<file path="config.mk">
export PLATFORM = sky130hd
export DESIGN_NAME = fit_block_allocator_top
export DESIGN_NICKNAME = d
export VERILOG_FILES = /design/src/hw/rtl/fba_pkg.sv /design/src/hw/rtl/fit_block_allocator_top.sv /design/src/hw/rtl/fba_ram.sv /design/src/hw/rtl/fba_scan.sv
export VERILOG_INCLUDE_DIRS = /design/src /design/src/hw/rtl
export SDC_FILE = /design/constraint.sdc
export NUM_CORES = 1
export LEC_CHECK = 0
export BUFFER_PORTS_ARGS = -buffer_cell sky130_fd_sc_hd__buf_2
export CAP_MARGIN = 20
export CORE_UTILIZATION = 55
export CTS_CLUSTER_DIAMETER = 200
export DETAILED_ROUTE_END_ITERATION = 10
export HOLD_SLACK_MARGIN = 0.15
export PLACE_DENSITY = 0.74
export SYNTH_ARGS = -nofsm -noshare
export SYNTH_HDL_FRONTEND = slang
export SYNTH_HIERARCHICAL = 1
export SYNTH_SLANG_ARGS = --single-unit
</file>
<file path="constraint.sdc">
create_clock -name clk -period 6.1 [get_ports clk]
set_clock_uncertainty 0.1 [all_clocks]
set_input_delay 0.305 -clock clk [delete_from_list [all_inputs] [get_ports clk]]
set_output_delay 0.305 -clock clk [all_outputs]
set_load 0.1 [all_outputs]
</file>
<file path="src/hw/rtl/fit_block_allocator_top_macros.svh">
// Assertion macros for the fit block allocator.
// Used by fit_block_allocator_top; expects clk and rst_n in scope.
`ifndef FIT_BLOCK_ALLOCATOR_TOP_MACROS_SVH
`define FIT_BLOCK_ALLOCATOR_TOP_MACROS_SVH

`define FBA_ASSERT_IMPLIES(lbl, ante, cons, msg) \
  lbl: assert property (@(posedge clk) disable iff (!rst_n) (ante) |-> (cons)) else $error(msg);

`define FBA_ASSERT_NEXT(lbl, ante, cons, msg) \
  lbl: assert property (@(posedge clk) disable iff (!rst_n) (ante) |=> (cons)) else $error(msg);

`endif

</file>
<file path="src/hw/rtl/fba_pkg.sv">
// Shared types and constants for the fit block allocator.
// No dependencies.
package fba_pkg;

  localparam int MAX_BLOCKS = 16;
  localparam int SIZE_BITS  = 16;
  localparam int IDX_W      = (MAX_BLOCKS > 1) ? $clog2(MAX_BLOCKS) : 1;
  localparam int CNT_W      = $clog2(MAX_BLOCKS + 1);
  localparam int ENT_W      = 8 + 2 * SIZE_BITS;
  localparam int PADDR_W    = 3;

  localparam logic REG_POLICY   = 1'b0;
  localparam logic REG_BLOCKS   = 1'b1;
  localparam logic POLICY_FIRST = 1'b0;
  localparam logic [4:0] BLOCKS_RESET = 5'd16;

  typedef enum logic [1:0] {
    OP_LOAD    = 2'd0,
    OP_ALLOC   = 2'd1,
    OP_RESTORE = 2'd2
  } op_t;

  typedef enum logic [2:0] {
    ST_IDLE,
    ST_SCAN,
    ST_UPDATE,
    ST_RESTORE,
    ST_DONE
  } scan_state_t;

  typedef struct packed {
    logic [1:0]  op;
    logic [3:0]  block_index;
    logic [15:0] block_capacity;
    logic [7:0]  block_label;
    logic [15:0] request_size;
    logic        last_request;
  } in_t;

  typedef struct packed {
    logic        found;
    logic [7:0]  granted_label;
    logic [3:0]  granted_index;
    logic [15:0] space_left;
    logic        batch_end;
  } out_t;

  typedef struct packed {
    logic [7:0]           label;
    logic [SIZE_BITS-1:0] total;
    logic [SIZE_BITS-1:0] free;
  } ent_t;

endpackage

</file>
<file path="src/hw/rtl/fit_block_allocator_top.sv">
// Load writes one table entry; restore sweeps every entry of the 16-entry table.
// Allocation reads one table entry per cycle over the n blocks in use, and first fit
// stops early; a grant then passes an update step, and no blocks in use skips the scan.
// A new allocation is taken only once the last result has left the scan; a new request
// is taken while a result waits in the output stage.
// Reset (rst_n, synchronous): table reads empty, fit_policy = 0, blocks_in_use = 16.
`include "fit_block_allocator_top_macros.svh"
module fit_block_allocator_top import fba_pkg::*; (
  input  logic               clk,
  input  logic               rst_n,
  input  logic               in_valid,
  output logic               in_ready,
  input  in_t                in_data,
  output logic               out_valid,
  input  logic               out_ready,
  output out_t               out_data,
  input  logic               psel,
  input  logic               penable,
  input  logic               pwrite,
  input  logic [PADDR_W-1:0] paddr,
  input  logic [31:0]        pwdata,
  output logic [31:0]        prdata,
  output logic               pready
);

  logic       policy_r, policy_nxt;
  logic [4:0] blocks_r, blocks_nxt;
  logic       out_valid_r, out_valid_nxt;
  out_t       out_data_r, out_data_nxt;
  logic       res_valid, res_ready;
  out_t       res_data;
  logic       cfg_wr;

  fba_scan u_scan (
    .clk        (clk),
    .rst_n      (rst_n),
    .in_valid   (in_valid),
    .in_ready   (in_ready),
    .in_data    (in_data),
    .cfg_policy (policy_r),
    .cfg_blocks (blocks_r),
    .res_valid  (res_valid),
    .res_ready  (res_ready),
    .res_data   (res_data)
  );

  assign pready = 1'b1;
  assign cfg_wr = psel && penable && pwrite && pready;

  always_comb begin
    policy_nxt = policy_r;
    blocks_nxt = blocks_r;
    if (cfg_wr) begin
      case (paddr[2])
        REG_POLICY: policy_nxt = pwdata[0];
        REG_BLOCKS: blocks_nxt = pwdata[4:0];
        default: ;
      endcase
    end
  end

  always_comb begin
    case (paddr[2])
      REG_POLICY: prdata = {31'b0, policy_r};
      REG_BLOCKS: prdata = {27'b0, blocks_r};
      default:    prdata = '0;
    endcase
  end

  assign res_ready = !out_valid_r || out_ready;

  always_comb begin
    out_valid_nxt = out_valid_r;
    out_data_nxt  = out_data_r;
    if (out_valid_r && out_ready) begin
      out_valid_nxt = 1'b0;
    end
    if (res_valid && res_ready) begin
      out_valid_nxt = 1'b1;
      out_data_nxt  = res_data;
    end
  end

  always_ff @(posedge clk) begin
    if (!rst_n) begin
      policy_r    <= POLICY_FIRST;
      blocks_r    <= BLOCKS_RESET;
      out_valid_r <= 1'b0;
    end else begin
      policy_r    <= policy_nxt;
      blocks_r    <= blocks_nxt;
      out_valid_r <= out_valid_nxt;
    end
  end

  always_ff @(posedge clk) begin
    out_data_r <= out_data_nxt;
  end

  assign out_valid = out_valid_r;
  assign out_data  = out_data_r;

  `FBA_ASSERT_NEXT(a_res_lands, res_valid && res_ready, out_valid_r, "result lost into output stage")
  `FBA_ASSERT_IMPLIES(a_busy_excl, res_valid, !in_ready, "request taken while result pending")
  `FBA_ASSERT_IMPLIES(a_nofit_zero, out_valid_r && !out_data_r.found, out_data_r.granted_label == '0 && out_data_r.granted_index == '0 && out_data_r.space_left == '0, "no-fit result not cleared")

endmodule

</file>
<file path="src/hw/rtl/fba_ram.sv">
// Generic simple dual-port RAM, one write and one registered read port.
// No dependencies.
module fba_ram #(
  parameter int WIDTH = 8,
  parameter int DEPTH = 16,
  parameter int AW    = (DEPTH > 1) ? $clog2(DEPTH) : 1
) (
  input  logic             clk,
  input  logic             we,
  input  logic [AW-1:0]    waddr,
  input  logic [WIDTH-1:0] wdata,
  input  logic             re,
  input  logic [AW-1:0]    raddr,
  output logic [WIDTH-1:0] rdata
);

  logic [WIDTH-1:0] mem [DEPTH];

  always_ff @(posedge clk) begin
    if (we) begin
      mem[waddr] <= wdata;
    end
  end

  always_ff @(posedge clk) begin
    if (re) begin
      rdata <= mem[raddr];
    end
  end

endmodule

</file>
<file path="src/hw/rtl/fba_scan.sv">
// Block table sequencer: load, restore sweep and first/best fit scan.
// Depends on fba_pkg and fba_ram.
module fba_scan import fba_pkg::*; (
  input  logic       clk,
  input  logic       rst_n,
  input  logic       in_valid,
  output logic       in_ready,
  input  in_t        in_data,
  input  logic       cfg_policy,
  input  logic [4:0] cfg_blocks,
  output logic       res_valid,
  input  logic       res_ready,
  output out_t       res_data
);

  scan_state_t            state_r, state_nxt;
  logic [CNT_W-1:0]       rd_idx_r, rd_idx_nxt;
  logic [IDX_W-1:0]       cmp_idx_r, cmp_idx_nxt;
  logic [CNT_W-1:0]       n_r, n_nxt;
  logic [SIZE_BITS-1:0]   req_r, req_nxt;
  logic                   last_r, last_nxt;
  logic                   have_r, have_nxt;
  logic [IDX_W-1:0]       pick_idx_r, pick_idx_nxt;
  ent_t                   pick_ent_r, pick_ent_nxt;
  logic [MAX_BLOCKS-1:0]  valid_r, valid_nxt;
  out_t                   res_r, res_nxt;

  logic                   ram_we, ram_re;
  logic [IDX_W-1:0]       ram_waddr, ram_raddr;
  ent_t                   ram_wdata, rd_ent, cur_ent;
  logic [ENT_W-1:0]       ram_rdata;
  logic                   fits, better, last_cmp;
  logic [SIZE_BITS-1:0]   new_free, in_cap;
  logic [CNT_W-1:0]       n_sat;

  fba_ram #(.WIDTH(ENT_W), .DEPTH(MAX_BLOCKS), .AW(IDX_W)) u_ram (
    .clk   (clk),
    .we    (ram_we),
    .waddr (ram_waddr),
    .wdata (ram_wdata),
    .re    (ram_re),
    .raddr (ram_raddr),
    .rdata (ram_rdata)
  );

  assign rd_ent   = ent_t'(ram_rdata);
  assign cur_ent  = valid_r[cmp_idx_r] ? rd_ent : '0;
  assign fits     = cur_ent.free >= req_r;
  assign better   = !have_r || (cur_ent.free < pick_ent_r.free);
  assign last_cmp = CNT_W'(cmp_idx_r) == (n_r - CNT_W'(1));
  assign new_free = pick_ent_r.free - req_r;
  assign in_cap   = SIZE_BITS'(in_data.block_capacity);
  assign n_sat    = (int'(cfg_blocks) > MAX_BLOCKS) ? CNT_W'(MAX_BLOCKS) : CNT_W'(cfg_blocks);

  assign in_ready  = state_r == ST_IDLE;
  assign res_valid = state_r == ST_DONE;
  assign res_data  = res_r;

  always_comb begin
    state_nxt    = state_r;
    rd_idx_nxt   = rd_idx_r;
    cmp_idx_nxt  = cmp_idx_r;
    n_nxt        = n_r;
    req_nxt      = req_r;
    last_nxt     = last_r;
    have_nxt     = have_r;
    pick_idx_nxt = pick_idx_r;
    pick_ent_nxt = pick_ent_r;
    valid_nxt    = valid_r;
    res_nxt      = res_r;
    ram_we       = 1'b0;
    ram_waddr    = '0;
    ram_wdata    = '0;
    ram_re       = 1'b0;
    ram_raddr    = '0;
    case (state_r)
      ST_IDLE: begin
        if (in_valid) begin
          case (in_data.op)
            OP_LOAD: begin
              if (int'(in_data.block_index) < MAX_BLOCKS) begin
                ram_we    = 1'b1;
                ram_waddr = IDX_W'(in_data.block_index);
                ram_wdata = '{label: in_data.block_label, total: in_cap, free: in_cap};
                valid_nxt[IDX_W'(in_data.block_index)] = 1'b1;
              end
            end
            OP_ALLOC: begin
              req_nxt  = SIZE_BITS'(in_data.request_size);
              last_nxt = in_data.last_request;
              have_nxt = 1'b0;
              n_nxt    = n_sat;
              if (n_sat == '0) begin
                res_nxt   = '{found: 1'b0, granted_label: '0, granted_index: '0,
                              space_left: '0, batch_end: in_data.last_request};
                state_nxt = ST_DONE;
              end else begin
                ram_re      = 1'b1;
                rd_idx_nxt  = CNT_W'(1);
                cmp_idx_nxt = '0;
                state_nxt   = ST_SCAN;
              end
            end
            OP_RESTORE: begin
              ram_re      = 1'b1;
              rd_idx_nxt  = CNT_W'(1);
              cmp_idx_nxt = '0;
              state_nxt   = ST_RESTORE;
            end
            default: ;
          endcase
        end
      end
      ST_SCAN: begin
        if (rd_idx_r < n_r) begin
          ram_re     = 1'b1;
          ram_raddr  = rd_idx_r[IDX_W-1:0];
          rd_idx_nxt = rd_idx_r + CNT_W'(1);
        end
        cmp_idx_nxt = cmp_idx_r + IDX_W'(1);
        if (fits && (cfg_policy == POLICY_FIRST || better)) begin
          have_nxt     = 1'b1;
          pick_idx_nxt = cmp_idx_r;
          pick_ent_nxt = cur_ent;
        end
        if ((fits && cfg_policy == POLICY_FIRST) || last_cmp) begin
          if (have_nxt) begin
            state_nxt = ST_UPDATE;
          end else begin
            res_nxt   = '{found: 1'b0, granted_label: '0, granted_index: '0,
                          space_left: '0, batch_end: last_r};
            state_nxt = ST_DONE;
          end
        end
      end
      ST_UPDATE: begin
        ram_we    = 1'b1;
        ram_waddr = pick_idx_r;
        ram_wdata = '{label: pick_ent_r.label, total: pick_ent_r.total, free: new_free};
        valid_nxt[pick_idx_r] = 1'b1;
        res_nxt   = '{found: 1'b1, granted_label: pick_ent_r.label,
                      granted_index: 4'(pick_idx_r), space_left: 16'(new_free),
                      batch_end: last_r};
        state_nxt = ST_DONE;
      end
      ST_RESTORE: begin
        if (rd_idx_r < CNT_W'(MAX_BLOCKS)) begin
          ram_re     = 1'b1;
          ram_raddr  = rd_idx_r[IDX_W-1:0];
          rd_idx_nxt = rd_idx_r + CNT_W'(1);
        end
        if (valid_r[cmp_idx_r]) begin
          ram_we    = 1'b1;
          ram_waddr = cmp_idx_r;
          ram_wdata = '{label: rd_ent.label, total: rd_ent.total, free: rd_ent.total};
        end
        cmp_idx_nxt = cmp_idx_r + IDX_W'(1);
        if (cmp_idx_r == IDX_W'(MAX_BLOCKS - 1)) begin
          state_nxt = ST_IDLE;
        end
      end
      ST_DONE: begin
        if (res_ready) begin
          state_nxt = ST_IDLE;
        end
      end
      default: state_nxt = ST_IDLE;
    endcase
  end

  always_ff @(posedge clk) begin
    if (!rst_n) begin
      state_r <= ST_IDLE;
      valid_r <= '0;
    end else begin
      state_r <= state_nxt;
      valid_r <= valid_nxt;
    end
  end

  always_ff @(posedge clk) begin
    rd_idx_r   <= rd_idx_nxt;
    cmp_idx_r  <= cmp_idx_nxt;
    n_r        <= n_nxt;
    req_r      <= req_nxt;
    last_r     <= last_nxt;
    have_r     <= have_nxt;
    pick_idx_r <= pick_idx_nxt;
    pick_ent_r <= pick_ent_nxt;
    res_r      <= res_nxt;
  end

endmodule
</file>
# [Word level (Yosys, flattened, before mapping)]
# Memory sizes are Yosys's and may differ from the RTL's. A register that Yosys moved wholly into a read port is not among the register bits.
# Cells that the tools add are included.
[totals] register_bits=162 input_bits=89 mem_bits_rw=640 word_cells=164 n_memories=1
[classes] n_bitwise=4 reduce_logical=34 add_sub_neg=4 n_eq_ne=20 muxes=66 n_lt_le_gt_ge=10
[memory_table] name="u_scan.u_ram.mem" words=16 word_bits=40 read_ports=1 rd_ports_with_merged_regs=1 write_ports=1 line="fba_ram.sv:17" text="logic [WIDTH-1:0] mem [DEPTH];"
[ops] op="two-way mux 30 bit" count=5
[ops] op="two-way mux 40 bit" count=3
[ops] op="case mux 40 bit (3 select lines)" count=1
[ops] op="case mux 30 bit (3 select lines)" count=1
[ops] op="case mux 32 bit (2 select lines)" count=1
[ops] op="two-way mux 16 bit" count=3
[ops] op="bitwise OR 16 bit" count=2
[ops] op="case mux 16 bit (2 select lines)" count=1
[ops] op="two-way mux 4 bit" count=7
[ops] op="two-way mux 5 bit" count=5
[ops] op="case mux 4 bit (2 select lines)" count=3
[ops] op="two-way mux 1 bit" count=18
[ops] op="two-way mux 3 bit" count=6
[ops] op=">= comparator 16 bit" count=1
[ops] op="less-than comparator 16 bit" count=1
[ops] op="inequality test 2 x 1 -> 1 bit (second input constant)" count=8
[ops] op="subtractor 16 bit" count=1
[ops] op="less-than comparator 4 x 5 -> 1 bit (second input constant)" count=3
[ops] op="case mux 3 bit (5 select lines)" count=1
[ops] op="case mux 5 bit (3 select lines)" count=1
[ops] op="case mux 4 bit (3 select lines)" count=1
[ops] op="AND reduction 6 bit" count=2
[ops] op="case mux 5 bit (2 select lines)" count=1
[ops] op="AND reduction 3 bit" count=3
[ops] op="35 further kinds" count=59

# [Depth between registers and ports, before layout]
[depth] depth_word=12 ltp_mapped=17

# [Modules after synthesis]
# Netlist, hierarchy kept.
[by_module_without_submodules] module="fba_ram" area_per_inst_um2=25532.0 cells_per_inst=1040 seq_area_each_um2=20419.6 instances=1
[by_module_without_submodules] module="fba_scan" area_per_inst_um2=7407.1 cells_per_inst=708 seq_area_each_um2=3563.4 instances=1
[by_module_without_submodules] module="fit_block_allocator_top" area_per_inst_um2=1465.2 cells_per_inst=96 seq_area_each_um2=1041.0 instances=1

# [Worst setup path before layout]
# No wires, ideal clock.
[synth_path] path_type="reg-to-reg" from="register u_scan.state_r[1]" to="memory u_scan/u_ram/mem[0][0] in the netlist's numbering (enable)" path_buffers=2 slack_ps=-1433 period_less_slack_ps=7533 required_time_ps=5513 t_arrival_ps=6946 stages_incl_launch_ff=8 path_cell_list="dfxtp_1 nor3_1 and3_1 clkbuf_1 clkbuf_1 or3_1 or3b_2 nor3_1"
[synth_via] elab_chain_len=4 elab_cells_between_ends=7
[synth_rtl] element="start: declaration" line="fba_scan.sv:16" text="scan_state_t state_r, state_nxt;"
[synth_rtl] element="start signal: assignment" line="fba_scan.sv:176" text="state_r <= state_nxt;"
[synth_rtl] element="logical NOT 3 bit"
[synth_rtl] element="net in_ready" line="fit_block_allocator_top.sv:12" text="output logic in_ready,"
[synth_rtl] element="case mux 1 bit (3 select lines)" line="fba_scan.sv:76" text="case (state_r)"
[synth_rtl] element="net u_scan.ram_we" line="fba_scan.sv:28" text="logic ram_we, ram_re;"
[synth_rtl] element="two-way mux 1 bit" line="fba_ram.sv:20" text="if (we) begin"
[synth_rtl] element="two-way mux 1 bit (implied by the code)" line="fba_ram.sv:21" text="mem[waddr] <= wdata;"
[synth_rtl] element="end: declaration" line="fba_ram.sv:17"
# The timed path passes the listed nets, and every way through them passes these cells.

==> flow_summary.yaml <==
floorplanning:
  core_area_sq_um: 61700
  die_h_microns: 252
  rows: 91
  start_util: 0.557
  die_w_microns: 252
  dieArea_sq_um: 63600
  io_pins: 154
worst_setup_path:
  worstPathMaxFanout: 19
  crit_top_cell: "buf_4"
  critPathBufInv: 3
  path_cells: "mux4_2 -> mux2_4 -> nand2_4 -> nand2_1 -> buf_4 -> buf_4 -> and2_1 -> ha_1 -> nor2_1 -> a311oi_1 -> o221ai_4 -> nand2_1 -> nand2b_1 -> a211oi_4 -> buf_4"
  crit_slowest_cell: "edfxtp_1"
  cp_data_arrival_time_ns: 5.30
  worstPathRequired_ns: 6.27
  cpLargestDelayFamily: "simple AND/OR/NAND/NOR gates"
  cp-start-kind: "flip-flop"
  end_kind: "flip-flop"
  worstSetupPathType: "reg2reg"
  slowest_delay_ns: 0.68
timing:
  final_hold_viol_count: 0
  fmax_mhz: 195
  relSlewSlack: 0.322
  rsz0062_at_grt: "no"
  finalWorstPathRequiredPeriod_ns: 5.13
  worst_slew_pin_slew_ns: 1.02
  min_period_over_period: 0.842
  finalSetupViolations: 0
  fin_tns_setup_ns: 0
  maxSlewViolCount: 0
  setup_slack_ns: 0.967
clock_network:
  cts_buffers: 82
  clock_latency_ns: 0.64
  cts_root_buffer: "clkbuf_16"
  cts_buffer_depth: 3
  htreeDepth: 3
  cts_sinks: 842
  cts_tree: "done"
  clkSlewWorstSetupHoldPaths_ns: 0.06
yosys:
  syn_area_sq_um: 34400
  synth_edf_count: 816
  synthesis.instances: 1844
  yosysWarnings: 6
  ys_types: 72
  seq_area_frac_synth: 0.727
  ys_seq_elements: 842
  ys_async_sr_fraction: 0
  avgSynthCellArea_sq_um: 18.7
  synth_flop_cell: "edfxtp_1"
route:
  wl_per_cell_microns: 27.4
  wl_met3_microns: 7650
  firstDrtPassIters: 5
  routed_wl_microns: 80600
  routed.top_layer: "met4"
  drc_errors: 0
  drt_iter0_drc: 2110
  wl_met1_microns: 31600
  dr_wl_met2_microns: 39700
  drt-vias-per-instance: 6.29
  vias: 18500
  ant_nets: 0
power:
  p_total_mw: 15.3
  ir_drop_mv: 0.242
  p_leak_nw: 13.4
  p_per_area_nw_per_um2: 389
place:
  dpl_worst_slack_ns: 0.998
  io_buffers: 96
  gp_congestion: 0.912
  dp_hpwl_microns: 45200
grt:
  antenna_found_initial: 4
  grt_pass1_vias: 18500
  grt_pass1_wl_microns: 118000
  track_usage: 0.257
  grt_overflow_total: 0
  grt_max_degree: 51
finish:
  ff_latch_area_sq_um: 25000
  num-fill-cells: 4084
  multi_input_area_sq_um: 8720
  fin_nets: 2179
  area_growth_pct: 13.8
  drive_gt1_frac: 0.199
flow_run:
  drv_cap: 0
outcome:
  status: "finished, final reports clean"
hold_path:
  min_path_type: "in2reg"
[synthesized netlist by cell type, types with 7 or more instances]
master	count	area [sq um]
nor2_1	58	218
a221o_1	14	140
buf_4	28	210
nand3_1	15	75.1
xnor2_1	13	114
buf_12	11	220
a211oi_1	8	60.1
and3_1	18	113
edfxtp_1	816	24500
inv_1	56	210
a22oi_1	92	691
a21oi_1	27	135
a21o_1	15	113
ha_1	54	676
nand2b_1	23	144
o21ai_0	23	115
and2_1	50	313
dfxtp_1	26	521
nor3_1	20	100
nand2_1	104	390
mux4_1	60	1580
a31oi_1	7	43.8
a221oi_1	7	61.3
clkbuf_1	55	206
nor2b_1	23	144
mux4_2	103	2320
buf_2	17	85.1
[tightest hold or removal path, delay by kind of cell]
family          cells  cell delay (ns)
buf+inv             2             0.15
compound gates      2             0.23
fa+ha+maj           1             0.25
[flip-flops by register name, indices dropped and copies added (netlist names), 4 cells and up]
signal / cells
u_scan/n_r: 5
blocks_r: 5
u_scan/cmp_idx_r: 4
u_scan/pick_idx_r: 4
u_scan/u_ram/mem: 640
u_scan/pick_ent_r: 40
u_scan/res_data: 30
u_scan/req_r: 16
out_data: 30
u_scan/valid_r: 16
u_scan/rd_idx_r: 5
u_scan/u_ram/rdata: 40
[where the power goes]
group | switching [mW] | internal, mW
Clock | 2.15 | 2.83
Sequential | 0.183 | 7.00
Combinational | 1.91 | 1.17
[routing by layer]
| layer | up-vias | global-route usage |
|---|---|---|
| met5 | - | 0 |
| met4 | 0 | 0.0724 |
| met3 | 108 | 0.0480 |
| met2 | 1009 | 0.422 |
| met1 | 9563 | 0.356 |
| li1 | 7807 | - |
[kinds of logic after synthesis]
family | Yosys count | share of synthesized area
flip-flops | 842 | 0.727
AND/OR/NAND/NOR | 343 | 0.0509
AO/OA/AOI/OAI | 239 | 0.0520
multiplexers | 174 | 0.117
buffers and inverters | 171 | 0.0280
adder cells (fa/ha/maj) | 55 | 0.0202
XOR/XNOR | 18 | 0.00458
other | 2 | 0.000218
[worst paths after layout]
kind                                startpoint                             end  slack [ns]  cells after the start
max          u_scan/cmp_idx_r[1]$_SDFFCE_PN0P_   u_scan/res_data[28]$_DFFE_PP_        0.97                     15
min                                in_data[45]  u_scan/state_r[1]$_SDFFE_PN0P_        0.25                      5
max reg2reg  u_scan/cmp_idx_r[1]$_SDFFCE_PN0P_   u_scan/res_data[28]$_DFFE_PP_        0.97                     15
min reg2reg      u_scan/res_data[12]$_DFFE_PP_          out_data[12]$_DFFE_PP_        0.32                      0
[stage by stage]
| step | std cells | cell area, sq um | hold WS (ns) | util |
|---|---|---|---|---|
| after global placement | 2738 | 36000 | 0.304 | 0.583 |
| after CTS | 2935 | 39100 | 0.214 | 0.634 |
| after global routing | 2936 | 39200 | 0.276 | 0.634 |
| final | 2939 | 39200 | 0.254 | 0.635 |
| after floorplan | 1870 | 34500 | 0.300 | - |
| after detailed placement | 2738 | 36000 | 0.306 | 0.583 |
[layout make-up]
class | instances | area share
tap | 837 | 0.0267
timing repair buffer | 196 | 0.0383
clock inverter | 48 | 0.0128
antenna | 3 | 0.000192
sequential | 842 | 0.639
multi-input combinational | 857 | 0.223
clock buffer | 100 | 0.0549
inverter | 56 | 0.00537
[what timing repair did]
item | in CTS | in global routing
gates resized for setup | 0 | 0
buffers inserted | 0 | 0
hold endpoints to repair | 47 | 0
hold buffers | 49 | 0
[layout by cell type, fill, tap and decap left out, types with 15 or more instances in the layout]
cell type | synthesis | final
dlygate4sd3_1 | 0 | 49
clkbuf_16 | 0 | 82
a21oi_1 | 27 | 27
ha_1 | 54 | 54
nor2_1 | 58 | 45
nand2b_1 | 23 | 23
nand3_1 | 15 | 15
nor2b_1 | 23 | 21
mux4_2 | 103 | 103
edfxtp_1 | 816 | 816
dfxtp_1 | 26 | 26
o21ai_0 | 23 | 22
buf_4 | 28 | 40
inv_1 | 56 | 56
and2_1 | 50 | 46
clkbuf_1 | 55 | 15
nand2_1 | 104 | 104
conb_1 | 2 | 28
a21o_1 | 15 | 15
mux4_1 | 60 | 60
buf_2 | 17 | 96
and3_1 | 18 | 18
a22oi_1 | 92 | 92
(Power assumes the default switching activity.)
